--- src/rtl/rtit_pkg.sv ---
package rtit_pkg;

    // Default stack depth: sentinel plus one end node per prefix length
    localparam int STACK_DEPTH = 34;

    localparam logic [31:0] TOP_ADDR     = 32'hFFFF_FFFF;
    localparam logic [15:0] PRIO_WEAKEST = 16'hFFFF;
    localparam logic [5:0]  MAX_LEN      = 6'd32;

    // Status codes carried on every result word of a route
    localparam logic [1:0] ST_OK       = 2'd0;
    localparam logic [1:0] ST_OVERFLOW = 2'd1;
    localparam logic [1:0] ST_ORDER    = 2'd2;

    typedef struct packed {
        logic [31:0] prefix_address;
        logic [5:0]  prefix_length;
        logic [15:0] route_priority;
        logic [15:0] route_nexthop;
        logic        last_route;
    } route_t;

    typedef struct packed {
        logic [31:0] interval_start;
        logic [15:0] interval_nexthop;
        logic        nexthop_valid;
        logic        table_end;
        logic [1:0]  status;
    } interval_t;

    // One pending end node of the stack
    typedef struct packed {
        logic [31:0] addr;
        logic [15:0] nexthop;
        logic [15:0] fallback;
        logic [15:0] priority_val;
    } stack_entry_t;

    // Result word handed from the converter to the output register
    typedef struct packed {
        logic      valid;
        interval_t word;
    } put_t;

endpackage

--- src/rtl/rtit_stack_ram.sv ---
module rtit_stack_ram #(
    parameter int DEPTH = rtit_pkg::STACK_DEPTH,
    localparam int AW = $clog2(DEPTH)
) (
    input  logic                  clk,
    input  logic                  wr_en,
    input  logic [AW-1:0]         wr_addr,
    input  rtit_pkg::stack_entry_t wr_data,
    input  logic                  rd_en,
    input  logic [AW-1:0]         rd_addr,
    output rtit_pkg::stack_entry_t rd_data
);

    rtit_pkg::stack_entry_t mem [DEPTH];
    rtit_pkg::stack_entry_t rd_data_reg;

    // Write port
    always_ff @(posedge clk)
    begin
        if (wr_en)
        begin
            mem[wr_addr] <= wr_data;
        end
    end

    // Registered read port, holds its data between reads
    always_ff @(posedge clk)
    begin
        if (rd_en)
        begin
            rd_data_reg <= mem[rd_addr];
        end
    end

    assign rd_data = rd_data_reg;

endmodule

--- src/rtl/rtit_ctrl.sv ---
module rtit_ctrl #(
    parameter int STACK_DEPTH = rtit_pkg::STACK_DEPTH
) (
    input  logic             clk,
    input  logic             rst_n,
    input  logic             in_valid,
    output logic             in_stall,
    input  rtit_pkg::route_t in_data,
    input  logic             cfg_we,
    input  logic [15:0]      cfg_data,
    input  logic [15:0]      default_nexthop,
    input  logic             put_ready,
    output rtit_pkg::put_t   put
);

    localparam int AW   = $clog2(STACK_DEPTH);
    localparam int SP_W = $clog2(STACK_DEPTH + 1);

    typedef enum logic [7:0] {
        S_IDLE  = 8'b0000_0001,
        S_MREAD = 8'b0000_0010,
        S_MCMP  = 8'b0000_0100,
        S_PREAD = 8'b0000_1000,
        S_PUSH  = 8'b0001_0000,
        S_FREAD = 8'b0010_0000,
        S_FCMP  = 8'b0100_0000,
        S_FIN   = 8'b1000_0000
    } state_t;

    state_t state_reg, state_next;

    // Control state
    logic [SP_W-1:0] sp_reg, sp_next;
    logic [15:0]     sent_fb_reg, sent_fb_next;
    logic [15:0]     sent_prio_reg, sent_prio_next;
    logic            hold_flag_reg, hold_flag_next;
    logic            prev_seen_reg, prev_seen_next;
    logic [1:0]      status_reg, status_next;
    logic            any_put_reg, any_put_next;

    // Payload state
    logic [31:0] hold_addr_reg, hold_addr_next;
    logic [15:0] hold_nh_reg, hold_nh_next;
    logic [31:0] prev_addr_reg, prev_addr_next;
    logic [5:0]  prev_len_reg, prev_len_next;
    logic [31:0] low_reg, low_next;
    logic [31:0] end_reg, end_next;
    logic        high_top_reg, high_top_next;
    logic [15:0] prio_reg, prio_next;
    logic [15:0] nh_reg, nh_next;
    logic        last_reg, last_next;

    // Stack memory port
    logic                   wr_en;
    logic [AW-1:0]          wr_addr;
    rtit_pkg::stack_entry_t wr_data;
    logic                   rd_en;
    rtit_pkg::stack_entry_t rd_data;

    // Top-of-stack view and input decode
    logic [SP_W-1:0] sp_dec;
    logic [AW-1:0]   top_idx;
    logic            sp_gt1;
    logic            sp_full;
    logic [31:0]     top_addr;
    logic [15:0]     top_fb;
    logic [15:0]     top_prio;
    logic [5:0]      len_c;
    logic [31:0]     mask;
    logic [31:0]     in_low;
    logic [31:0]     in_high;
    logic            order_err;
    logic            same_hold;
    logic            eqpop;
    logic            ovf;
    logic            push_now;

    function automatic state_t next_phase(input logic last, input logic [1:0] st,
                                          input logic anyp);
        state_t nxt;
        if (last)
        begin
            nxt = S_FREAD;
        end
        else if (st != rtit_pkg::ST_OK && !anyp)
        begin
            nxt = S_FIN;
        end
        else
        begin
            nxt = S_IDLE;
        end
        return nxt;
    endfunction

    rtit_stack_ram #(
        .DEPTH(STACK_DEPTH)
    ) u_stack_ram (
        .clk     (clk),
        .wr_en   (wr_en),
        .wr_addr (wr_addr),
        .wr_data (wr_data),
        .rd_en   (rd_en),
        .rd_addr (top_idx),
        .rd_data (rd_data)
    );

    assign in_stall = (state_reg != S_IDLE);

    // Top entry: the sentinel lives in flops, the rest in memory
    assign sp_dec   = sp_reg - SP_W'(1);
    assign top_idx  = sp_dec[AW-1:0];
    assign sp_gt1   = (sp_reg != SP_W'(1));
    assign sp_full  = (sp_reg == SP_W'(STACK_DEPTH));
    assign top_addr = sp_gt1 ? rd_data.addr : rtit_pkg::TOP_ADDR;
    assign top_fb   = sp_gt1 ? rd_data.fallback : sent_fb_reg;
    assign top_prio = sp_gt1 ? rd_data.priority_val : sent_prio_reg;

    // Clamp the length and form the prefix range
    assign len_c   = (in_data.prefix_length > rtit_pkg::MAX_LEN) ? rtit_pkg::MAX_LEN
                                                                 : in_data.prefix_length;
    assign mask    = {32{1'b1}} << (rtit_pkg::MAX_LEN - len_c);
    assign in_low  = in_data.prefix_address & mask;
    assign in_high = in_low | ~mask;
    assign order_err = prev_seen_reg &&
                       ((in_low < prev_addr_reg) ||
                        (in_low == prev_addr_reg && len_c <= prev_len_reg));

    // Route decision terms
    assign same_hold = hold_flag_reg && (hold_addr_reg == low_reg);
    assign eqpop     = sp_gt1 && (top_addr == low_reg);
    assign ovf       = !high_top_reg && sp_full && !eqpop && (top_addr != end_reg);
    assign push_now  = (state_reg == S_PUSH) && (top_addr != end_reg);

    always_comb
    begin
        state_next     = state_reg;
        sp_next        = sp_reg;
        sent_fb_next   = sent_fb_reg;
        sent_prio_next = sent_prio_reg;
        hold_flag_next = hold_flag_reg;
        prev_seen_next = prev_seen_reg;
        status_next    = status_reg;
        any_put_next   = any_put_reg;
        hold_addr_next = hold_addr_reg;
        hold_nh_next   = hold_nh_reg;
        prev_addr_next = prev_addr_reg;
        prev_len_next  = prev_len_reg;
        low_next       = low_reg;
        end_next       = end_reg;
        high_top_next  = high_top_reg;
        prio_next      = prio_reg;
        nh_next        = nh_reg;
        last_next      = last_reg;
        wr_en          = 1'b0;
        wr_addr        = top_idx;
        wr_data        = rd_data;
        rd_en          = 1'b0;
        put            = '0;

        // Load the written default into the sentinel before the table starts
        if (cfg_we && !prev_seen_reg)
        begin
            sent_fb_next = cfg_data;
        end

        unique case (state_reg)
            S_IDLE:
            begin
                if (in_valid)
                begin
                    low_next      = in_low;
                    end_next      = in_high + 32'd1;
                    high_top_next = (in_high == rtit_pkg::TOP_ADDR);
                    prio_next     = in_data.route_priority;
                    nh_next       = in_data.route_nexthop;
                    last_next     = in_data.last_route;
                    any_put_next  = 1'b0;
                    if (order_err)
                    begin
                        status_next = rtit_pkg::ST_ORDER;
                        state_next  = in_data.last_route ? S_FREAD : S_FIN;
                    end
                    else
                    begin
                        status_next    = rtit_pkg::ST_OK;
                        prev_seen_next = 1'b1;
                        prev_addr_next = in_low;
                        prev_len_next  = len_c;
                        state_next     = S_MREAD;
                    end
                end
            end

            S_MREAD:
            begin
                rd_en      = 1'b1;
                state_next = S_MCMP;
            end

            S_MCMP:
            begin
                if (sp_gt1 && top_addr < low_reg)
                begin
                    // Pop an end node that lies below the new route
                    if (!hold_flag_reg || put_ready)
                    begin
                        put.valid                 = hold_flag_reg;
                        put.word.interval_start   = hold_addr_reg;
                        put.word.interval_nexthop = hold_nh_reg;
                        put.word.nexthop_valid    = 1'b1;
                        put.word.status           = status_reg;
                        any_put_next   = any_put_reg | hold_flag_reg;
                        hold_flag_next = 1'b1;
                        hold_addr_next = top_addr;
                        hold_nh_next   = rd_data.nexthop;
                        sp_next        = sp_dec;
                        state_next     = S_MREAD;
                    end
                end
                else if (top_prio < prio_reg)
                begin
                    // Shadowed by a stronger enclosing route: skip
                    state_next = next_phase(last_reg, status_reg, any_put_reg);
                end
                else if (same_hold || !hold_flag_reg || put_ready)
                begin
                    put.valid                 = hold_flag_reg && !same_hold;
                    put.word.interval_start   = hold_addr_reg;
                    put.word.interval_nexthop = hold_nh_reg;
                    put.word.nexthop_valid    = 1'b1;
                    put.word.status           = ovf ? rtit_pkg::ST_OVERFLOW : status_reg;
                    any_put_next   = any_put_reg | put.valid;
                    hold_flag_next = 1'b1;
                    hold_addr_next = low_reg;
                    hold_nh_next   = nh_reg;
                    if (eqpop)
                    begin
                        sp_next = sp_dec;
                    end
                    if (high_top_reg)
                    begin
                        state_next = next_phase(last_reg, status_reg, any_put_next);
                    end
                    else if (ovf)
                    begin
                        status_next = rtit_pkg::ST_OVERFLOW;
                        state_next  = next_phase(last_reg, rtit_pkg::ST_OVERFLOW,
                                                 any_put_next);
                    end
                    else if (eqpop)
                    begin
                        state_next = S_PREAD;
                    end
                    else
                    begin
                        state_next = S_PUSH;
                    end
                end
            end

            S_PREAD:
            begin
                rd_en      = 1'b1;
                state_next = S_PUSH;
            end

            S_PUSH:
            begin
                if (!push_now)
                begin
                    // End node already there: take over its fallback
                    if (sp_gt1)
                    begin
                        wr_en                = 1'b1;
                        wr_addr              = top_idx;
                        wr_data.addr         = rd_data.addr;
                        wr_data.nexthop      = rd_data.nexthop;
                        wr_data.fallback     = nh_reg;
                        wr_data.priority_val = prio_reg;
                    end
                    else
                    begin
                        sent_fb_next   = nh_reg;
                        sent_prio_next = prio_reg;
                    end
                end
                else
                begin
                    wr_en                = 1'b1;
                    wr_addr              = sp_reg[AW-1:0];
                    wr_data.addr         = end_reg;
                    wr_data.nexthop      = top_fb;
                    wr_data.fallback     = nh_reg;
                    wr_data.priority_val = prio_reg;
                    sp_next              = sp_reg + SP_W'(1);
                end
                state_next = next_phase(last_reg, status_reg, any_put_reg);
            end

            S_FREAD:
            begin
                rd_en      = 1'b1;
                state_next = S_FCMP;
            end

            S_FCMP:
            begin
                if (!hold_flag_reg || put_ready)
                begin
                    put.valid                 = hold_flag_reg;
                    put.word.interval_start   = hold_addr_reg;
                    put.word.interval_nexthop = hold_nh_reg;
                    put.word.nexthop_valid    = 1'b1;
                    put.word.status           = status_reg;
                    any_put_next              = any_put_reg | hold_flag_reg;
                    if (sp_gt1 && top_addr != rtit_pkg::TOP_ADDR)
                    begin
                        // Flush one pending end node
                        hold_flag_next = 1'b1;
                        hold_addr_next = top_addr;
                        hold_nh_next   = rd_data.nexthop;
                        sp_next        = sp_dec;
                        state_next     = S_FREAD;
                    end
                    else
                    begin
                        // Close the table and restart
                        put.word.table_end = 1'b1;
                        sp_next        = SP_W'(1);
                        sent_fb_next   = default_nexthop;
                        sent_prio_next = rtit_pkg::PRIO_WEAKEST;
                        hold_flag_next = 1'b0;
                        prev_seen_next = 1'b0;
                        state_next     = (status_reg != rtit_pkg::ST_OK && !any_put_next)
                                         ? S_FIN : S_IDLE;
                    end
                end
            end

            S_FIN:
            begin
                // Status-only word when a failed route produced nothing
                if (put_ready)
                begin
                    put.valid       = 1'b1;
                    put.word.status = status_reg;
                    any_put_next    = 1'b1;
                    state_next      = S_IDLE;
                end
            end

            default:
            begin
                state_next = S_IDLE;
            end
        endcase
    end

    // Control registers
    always_ff @(posedge clk or negedge rst_n)
    begin
        if (!rst_n)
        begin
            state_reg     <= S_IDLE;
            sp_reg        <= SP_W'(1);
            sent_fb_reg   <= '0;
            sent_prio_reg <= rtit_pkg::PRIO_WEAKEST;
            hold_flag_reg <= 1'b0;
            prev_seen_reg <= 1'b0;
            status_reg    <= rtit_pkg::ST_OK;
            any_put_reg   <= 1'b0;
        end
        else
        begin
            state_reg     <= state_next;
            sp_reg        <= sp_next;
            sent_fb_reg   <= sent_fb_next;
            sent_prio_reg <= sent_prio_next;
            hold_flag_reg <= hold_flag_next;
            prev_seen_reg <= prev_seen_next;
            status_reg    <= status_next;
            any_put_reg   <= any_put_next;
        end
    end

    // Payload registers
    always_ff @(posedge clk)
    begin
        hold_addr_reg <= hold_addr_next;
        hold_nh_reg   <= hold_nh_next;
        prev_addr_reg <= prev_addr_next;
        prev_len_reg  <= prev_len_next;
        low_reg       <= low_next;
        end_reg       <= end_next;
        high_top_reg  <= high_top_next;
        prio_reg      <= prio_next;
        nh_reg        <= nh_next;
        last_reg      <= last_next;
    end

    // Stack pointer stays between the sentinel and the full depth
    a_sp_range: assert property (@(posedge clk) disable iff (!rst_n)
        sp_reg >= SP_W'(1) && sp_reg <= SP_W'(STACK_DEPTH))
        else $error("stack pointer out of range");

    // A word is only handed over when the output register can take it
    a_put_room: assert property (@(posedge clk) disable iff (!rst_n)
        put.valid |-> put_ready)
        else $error("result word dropped");

    // The closing word of a table leaves an empty stack and hold
    a_restart: assert property (@(posedge clk) disable iff (!rst_n)
        put.valid && put.word.table_end |=> sp_reg == SP_W'(1) && !hold_flag_reg)
        else $error("table not restarted after its last word");

    // No push onto a full stack
    a_no_overflow_push: assert property (@(posedge clk) disable iff (!rst_n)
        push_now |-> !sp_full)
        else $error("push onto full stack");

    // A word without next hop only reports an error
    a_status_only: assert property (@(posedge clk) disable iff (!rst_n)
        put.valid && !put.word.nexthop_valid |-> put.word.status != rtit_pkg::ST_OK)
        else $error("status-only word without error");

endmodule

--- src/rtl/route_to_interval_table_top.sv ---
// Route to interval table converter.
// Routes enter on in_valid/in_stall/in_data, sorted by prefix base address and
// then by prefix length; the word with last_route set closes the table.
// Intervals (start address, next hop) leave on out_valid/out_stall/out_data,
// each word carrying the status of the route that produced it.
// The default next hop is written through cfg_valid/cfg_ready/cfg_data; it
// reaches the table at once before the first route, else at the next restart.
// Pending interval ends sit on a stack held in a one-port-read memory, so each
// stack entry looked at takes a read state and then a compare state.
// One route is worked on at a time; the output register lets the block go on
// with a route while the previous word waits to be taken.
// When out_stall is high the converter pauses at its next word until the
// output register frees up; nothing is lost.
// Reset empties the stack down to the sentinel, clears the hold and order
// check, and sets the default next hop to zero. No clearing pass is needed.
module route_to_interval_table_top #(
    parameter int STACK_DEPTH = rtit_pkg::STACK_DEPTH
) (
    input  logic                clk,
    input  logic                rst_n,
    input  logic                in_valid,
    output logic                in_stall,
    input  rtit_pkg::route_t    in_data,
    output logic                out_valid,
    input  logic                out_stall,
    output rtit_pkg::interval_t out_data,
    input  logic                cfg_valid,
    output logic                cfg_ready,
    input  logic [15:0]         cfg_data
);

    logic [15:0]         default_nexthop_reg;
    logic                cfg_we;
    logic                put_ready;
    rtit_pkg::put_t      put;
    logic                out_valid_reg;
    rtit_pkg::interval_t out_data_reg;

    // Config register, always writable
    assign cfg_ready = 1'b1;
    assign cfg_we    = cfg_valid && cfg_ready;

    always_ff @(posedge clk or negedge rst_n)
    begin
        if (!rst_n)
        begin
            default_nexthop_reg <= '0;
        end
        else if (cfg_we)
        begin
            default_nexthop_reg <= cfg_data;
        end
    end

    rtit_ctrl #(
        .STACK_DEPTH(STACK_DEPTH)
    ) u_ctrl (
        .clk             (clk),
        .rst_n           (rst_n),
        .in_valid        (in_valid),
        .in_stall        (in_stall),
        .in_data         (in_data),
        .cfg_we          (cfg_we),
        .cfg_data        (cfg_data),
        .default_nexthop (default_nexthop_reg),
        .put_ready       (put_ready),
        .put             (put)
    );

    // Output register: load a new word, drop it once taken
    assign put_ready = !out_valid_reg || !out_stall;

    always_ff @(posedge clk or negedge rst_n)
    begin
        if (!rst_n)
        begin
            out_valid_reg <= 1'b0;
        end
        else if (put.valid)
        begin
            out_valid_reg <= 1'b1;
        end
        else if (!out_stall)
        begin
            out_valid_reg <= 1'b0;
        end
    end

    always_ff @(posedge clk)
    begin
        if (put.valid)
        begin
            out_data_reg <= put.word;
        end
    end

    assign out_valid = out_valid_reg;
    assign out_data  = out_data_reg;

endmodule

--- config.mk ---
export PLATFORM = sky130hd
export DESIGN_NAME = route_to_interval_table_top
export DESIGN_NICKNAME = d
export VERILOG_FILES = /design/src/rtl/rtit_pkg.sv /design/src/rtl/rtit_stack_ram.sv /design/src/rtl/rtit_ctrl.sv /design/src/rtl/route_to_interval_table_top.sv
export SDC_FILE = /design/constraint.sdc
export NUM_CORES = 2
export LEC_CHECK = 0
export BUFFER_PORTS_ARGS = -buffer_cell sky130_fd_sc_hd__buf_2
export CAP_MARGIN = 20
export CORE_UTILIZATION = 35
export CTS_CLUSTER_DIAMETER = 200
export CTS_CLUSTER_SIZE = 12
export DETAILED_ROUTE_END_ITERATION = 8
export HOLD_SLACK_MARGIN = 0.12
export PLACE_DENSITY = 0.46
export SLEW_MARGIN = 20
export SYNTH_ARGS = -nofsm -noshare
export SYNTH_HDL_FRONTEND = slang
export SYNTH_HIERARCHICAL = 1
export SYNTH_SLANG_ARGS = --single-unit
--- constraint.sdc ---
create_clock -name clk -period 11.7 [get_ports clk]
set_input_delay 2.34 -clock clk [delete_from_list [all_inputs] [get_ports clk]]
set_output_delay 2.34 -clock clk [all_outputs]
set_load 0.01 [all_outputs]
# Word-level counts from Yosys, hierarchy flattened
# Memories as Yosys holds them, arrays and structs flattened. A register that Yosys moved wholly into a read port is not among the register bits.
# Cells that the tools add are included.
# totals
regBits	304
ram_bits	2720
inputBits	92
output_inout_bits	55
mem_count	1
# classes
addsub	4
magnitude_cmp	5
n_eq_ne	36
shifts	1
n_mux	114
bitwise_logic	6
reduce_logical	49
# memory_table
name	depth	width	read_ports	rd_clocked_by_memory_dff	wr	line	source
u_ctrl.u_stack_ram.mem	34	80	1	1	1	rtit_stack_ram.sv:14	rtit_pkg::stack_entry_t mem [DEPTH];
# op_table
operator	n
$mux W16	17
$mux W32	8
$mux W50	4
$mux W80	2
$mux W8	19
$pmux W49 S2	1
$eq A32 B32 Y1	3
$pmux W16 S2	3
$mux W6	11
$lt A32 B32 Y1	2
$pmux W32 S2	1
$pmux W8 S8	1
$mux W53	1
$add A32 B1 Y32 const B	1
$and A32 B32 Y32	1
$eq A32 B32 Y1 const B	1
$ne A32 B32 Y1	1
$ne A32 B32 Y1 const B	1
$not A32 Y32	1
$or A32 B32 Y32	1
$shl A32 B6 Y32 const A	1
$mux W1	26
$reduce_and A5 Y1	5
$mux W2	12
other kinds (43)	91

# Logic depth before layout (Yosys ltp)
# depth
ltp_word	14
ltp_mapped	20
mapped_depth_nobuf	17

# Modules after synthesis
# The synthesis kept the hierarchy.
# modules_own_cells
mod	n_inst	cells_per_inst	area_each_um2
rtit_stack_ram	1	4443	104830.5
rtit_ctrl	1	1663	16311.9
route_to_interval_table_top	1	91	2258.4

# Worst setup path before layout
# OpenSTA, ideal clock, no wires.
# synth_timing
kind	input -> register
from	input in_data[38] (netlist bit)
to	register u_ctrl.prev_addr_reg[0], enable pin
setup_ns	0.433
arrival_ns	7.664
slack_ns	3.603
stages	18
path_cell_list	buf_2 > clkbuf_1 > inv_1 > nand2_1 > ha_1 > or3b_1 > a221oi_2 > nor2_1 > clkbuf_1 > o21ai_0 > nor2_1 > ha_1 > nand4_1 > or2_2 > nor4_1 > a211oi_1 > a41o_1 > nor2_1
# synth_via
elab_chain_cells	11
word_cells_on_any_way	13
cone_classes	1 x add/sub; 3 x order compare; 1 x eq/ne; 1 x shift; 1 x mux; 2 x bitwise; 4 x reduce/logical
# synth_rtl
element	line	source
start, declared	route_to_interval_table_top.sv:23	input rtit_pkg::route_t in_data,
$gt A6 B6 Y1	rtit_ctrl.sv:120	assign len_c = (in_data.prefix_length > rtit_pkg::MAX_LEN) ? rtit_pkg::MAX_LEN
$mux W6 *	rtit_ctrl.sv:120	
$sub A6 B6 Y6 *	rtit_ctrl.sv:122	assign mask = {32{1'b1}} << (rtit_pkg::MAX_LEN - len_c);
$shl A32 B6 Y32 *	rtit_ctrl.sv:122	
$and A32 B32 Y32 *	rtit_ctrl.sv:123	assign in_low = in_data.prefix_address & mask;
named net u_ctrl.in_low[25]	rtit_ctrl.sv:70	logic [31:0] in_low;
branches (longest 2 deep; another with $lt A32 B32 Y1)	--	
$logic_or A1 B1 Y1 *	rtit_ctrl.sv:126	((in_low < prev_addr_reg) ||
$logic_and A1 B1 Y1 *	rtit_ctrl.sv:125	assign order_err = prev_seen_reg &&
$not A1 Y1 (no line) *	--	
$reduce_and A3 Y1 (no line) *	--	
end signal, assigned	rtit_ctrl.sv:392	prev_addr_reg <= prev_addr_next;
end, declared	rtit_ctrl.sv:44	logic [31:0] prev_addr_reg, prev_addr_next;
# Mark *: on every way through the listed nets, which the timed path passes.
# A chain may end at the register's enable or synchronous reset.

# Final worst setup path
# layout_timing
from	register u_ctrl.sp_reg[0]
to	memory u_ctrl/u_stack_ram/mem[25][28] (netlist bit), enable pin
# layout_via
word_cells_on_any_way	12
cone_classes	1 x add/sub; 2 x eq/ne; 8 x mux; 1 x reduce/logical
# layout_lines
element	line	source
start, declared	rtit_ctrl.sv:33	logic [SP_W-1:0] sp_reg, sp_next;
start signal, assigned	rtit_ctrl.sv:377	sp_reg <= sp_next;
$ne A6 B1 Y1	rtit_ctrl.sv:113	assign sp_gt1 = (sp_reg != SP_W'(1));
$mux W32	rtit_ctrl.sv:115	assign top_addr = sp_gt1 ? rd_data.addr : rtit_pkg::TOP_ADDR;
$ne A32 B32 Y1	rtit_ctrl.sv:133	assign push_now = (state_reg == S_PUSH) && (top_addr != end_reg);
$logic_and A1 B1 Y1	rtit_ctrl.sv:133	
$mux W6	rtit_ctrl.sv:270	if (!push_now)
$mux W6 *	rtit_ctrl.sv:167	unique case (state_reg)
named net u_ctrl.wr_addr[0]	rtit_ctrl.sv:55	logic [AW-1:0] wr_addr;
end, declared	rtit_stack_ram.sv:14	
# The timed path passes the listed nets; every way through them passes the cells marked *.

==> summary.txt <==
Status
  – Status: finished clean

Synthesis
  – Post-synth EDFFs: 3036
  – Ys Warns: 6
  – Primary FF master, synth: edfxtp_1
  – Largest area contributor in the netlist: edfxtp_1
  – Yosys reg bits: 3104
  – Register area share after synthesis: about three quarters
  – Largest cells by area after synthesis: edfxtp_1, mux4_2, mux2_2, a22oi_1, dfrtp_1
  – Async set-or-reset flop fraction in the synthesized netlist: approximately 2.2%
  – Mean Syn Cell Area: 19.91 um2
  – Synth Instances: 6197
  – Area fraction of the dominant cell type after synthesis: between 70% and 80%
  – Post-synthesis cell area: 0.1234 mm2
  – Unique masters post-synth: between 80 and 90
  – Syn_nets: 6382

CTS
  – Num CTS Buffers: 297
  – Clock tree buffer depth: 4
  – Post-CTS setup buffer count: 0
  – TritonCTS clock tree: done
  – Clk Latency, worst-skew pair: between 0.9 and 1 ns
  – Clk root buf: clkbuf_16
  – Hold_buf cts: 0
  – H-tree levels: 5
  – Post-CTS Resized: 0
  – Total clock sinks: about 3100
  – CTS clk-pin slew, worst paths: 0.07 ns

Finish
  – Fill cells: between 30000 and 40000
  – Nets: about 6700
  – Share of cells above drive strength 1: between 20% and 30%
  – Area of the multi-input gates: about 0.029 mm2
  – Fin area: 0.1389 mm2
  – P&R area growth vs syn: 12.55%
  – FF/Latch Area: slightly above 0.09 mm2
  – Final Util: 39.65%
  – Number of flip-flops in the largest register: 2720

Global route
  – First-pass GRT wire length: 516100 um
  – Initial antenna violation count: 25
  – Vias in the first global route: between 60000 and 70000
  – Grt total ovfl: 0
  – Largest net degree at the start of global routing: a little over 100
  – Total track usage: between 20 and 25%

Placement
  – Placed Area: 0.1304 mm2
  – GPL Wtd Cong: 0.8549
  – Post-detail-place hpwl: 219500 um
  – Port buffer count: 145

Routing
  – DR iter-0 viols: ~7100
  – Vias per cell: 5.667
  – Via count: about 63000
  – Final wirelength: 370700 um
  – Wirelength per Cell: 33.14 um
  – DR pass1 iterations: 5
  – Drt drc: 0
  – Post-route ant nets: 0

Die
  – Top Ports: 147
  – Initial Utilization: 35.23%
  – Die Area: between 0.3 and 0.4 mm2
  – Die width: between 500 and 600 um
  – Die H: 595.8 um
  – Core Box Area: 0.3502 mm2
  – Site row count: 217

Timing
  – Final period util: 64.02%
  – Final Hold Viols: 0
  – # setup viols final: 0
  – Fmax: 133.5 MHz
  – Fin crit period: 7.491 ns
  – Pins Over Slew Limit: 0
  – Max_slew headroom: between 10% and 20%
  – Worst hold slack: approximately 0.50 ns
  – Fin Setup TNS: 0 ns
  – Skew final: 0.06631 ns
  – Worst-margin pin slew: 1.186 ns
  – RSZ-0062 raised after global routing: false

Worst setup path
  – Setup CP Type: reg -> reg
  – Buf/Inv on CP: 4
  – Critical path peak fanout: 45
  – Slowest-stage cell, CP: a211oi_1
  – Worst Path Arrival: 8.01 ns
  – CP Launch Type: flop
  – Worst Setup End Kind: flop
  – Slowest stage delay, CP: 0.92 ns
  – Crit-path cells: ha_1 > nand2b_1 > nor2_4 > buf_4 > nand3_1 > a211oi_1 > a21oi_4 > buf_4 > xnor2_1 > or3b_2 > nor2_4 > buf_4 > buf_4
  – Crit path top cell by count: buf_4
  – CP top delay family: buffers and inverters
  – WP data required: 12.22 ns

Power
  – Power, Total: 34.86 mW
  – Max rail drop VDD: 0.2390 mV
  – Power per Cell Area: between 200 and 300 mW/mm2
  – Static leakage: between 40 and 50 nW

Run
  – Max_cap viols: 0

Hold path
  – Hold crit path type: reg -> reg
-- worst paths after layout --
path	slack [ns]	from	depth (start not counted)	endpoint
max in group asynchronous	9.03	rst_n	2	default_nexthop_reg[6]
setup reg to reg	4.21	u_ctrl/sp_reg[0]	13	u_ctrl/u_stack_ram/mem[25][28]
min in group asynchronous	1.47	rst_n	1	out_valid
hold / removal	0.50	out_valid	1	out_valid
setup / recovery	4.21	u_ctrl/sp_reg[0]	13	u_ctrl/u_stack_ram/mem[25][28]
hold reg to reg	0.50	out_valid	1	out_valid
-- through the flow --
stage | setup slack, ns | instances
floorplan | 3.603 | 6197
global placement | 3.766 | 10760
detailed placement | 3.766 | 10760
CTS | 4.208 | 11170
global route | 3.931 | 11180
finish | 4.209 | 11190
-- layout by cell type (no fill, tap or decap), types with 19 or more instances in the layout --
cell type,count
a221o_1,71
nand2_1,264
nor2_4,38
dfrtp_1,50
o221ai_1,19
mux4_2,618
ha_1,93
nor2_1,108
o31ai_1,19
nand3_1,26
inv_1,129
nor3_1,97
nand2b_1,34
nor4_1,21
clkbuf_16,301
o22a_1,19
o21ai_0,48
mux2i_1,65
buf_4,142
edfxtp_1,3036
mux2_2,230
clkbuf_1,84
a22oi_1,179
nand4_1,42
a21oi_1,59
and2_1,62
o22ai_1,160
buf_2,144
xnor2_1,55
-- cell type report --
| cell class | count | share of cell area, % |
|---|---|---|
| diodes | 6 | 0.01081 |
| clock buffers | 385 | 5.650 |
| clock inverters | 25 | 0.2802 |
| inverters | 132 | 0.3712 |
| multi-input cells | 2632 | 21.07 |
| flip-flops and latches | 3104 | 66.88 |
| well taps | 4599 | 4.143 |
| repair buffers | 304 | 1.595 |
-- routing by layer --
layer / GRT usage [%] / vias to the layer above / part of all wire, %
li1: - / 26140 / -
met3: 2.887 / 440 / 6.3
met1: 30.08 / 34580 / 45
met4: 4.697 / 6 / 2.3
met2: 32.72 / 2243 / 47
met5: 0 / - / 0.010
-- report_power, final --
| group | switching (mW) | total (mW) | internal (mW) |
|---|---|---|---|
| Clock | 4.13 | 8.83 | 4.70 |
| Combinational | 7.72 | 12.0 | 4.24 |
| Sequential | 0.509 | 14.1 | 13.6 |
| Total | 12.4 | 34.9 | 22.5 |
-- logic make-up after synthesis --
kind of cell    Yosys count  synth area share [%]
mux                     923                 14.03
other cells               1              0.003039
compound gates          748                 4.421
fa+ha+maj                93                0.9430
buf+inv                 461                 1.654
flops                  3104                 75.28
simple gates            791                 3.137
xor+xnor                 76                0.5394
-- worst register-to-register path, stage by stage, from the launching register on --
cell,delay [ns]
dfstp_2,0.65
ha_1,0.29
nand2b_1,0.41
nor2_4,0.35
buf_4,0.59
nand3_1,0.15
a211oi_1,0.92
a21oi_4,0.11
buf_4,0.37
xnor2_1,0.85
or3b_2,0.67
nor2_4,0.14
buf_4,0.70
buf_4,0.75
-- cell usage after synthesis (50+ instances only) --
| library cell | n |
|---|---|
| edfxtp_1 | 3036 |
| a21oi_1 | 60 |
| o22ai_1 | 161 |
| inv_1 | 132 |
| ha_1 | 93 |
| dfrtp_1 | 50 |
| o21ai_0 | 58 |
| a221o_1 | 71 |
| nor3_1 | 97 |
| a22oi_1 | 179 |
| mux4_2 | 618 |
| xnor2_1 | 58 |
| buf_2 | 76 |
| nand2_1 | 266 |
| mux2i_1 | 65 |
| nor2_1 | 146 |
| and2_1 | 64 |
| clkbuf_1 | 184 |
| mux2_2 | 230 |
Power figures use the tool's default switching activity.
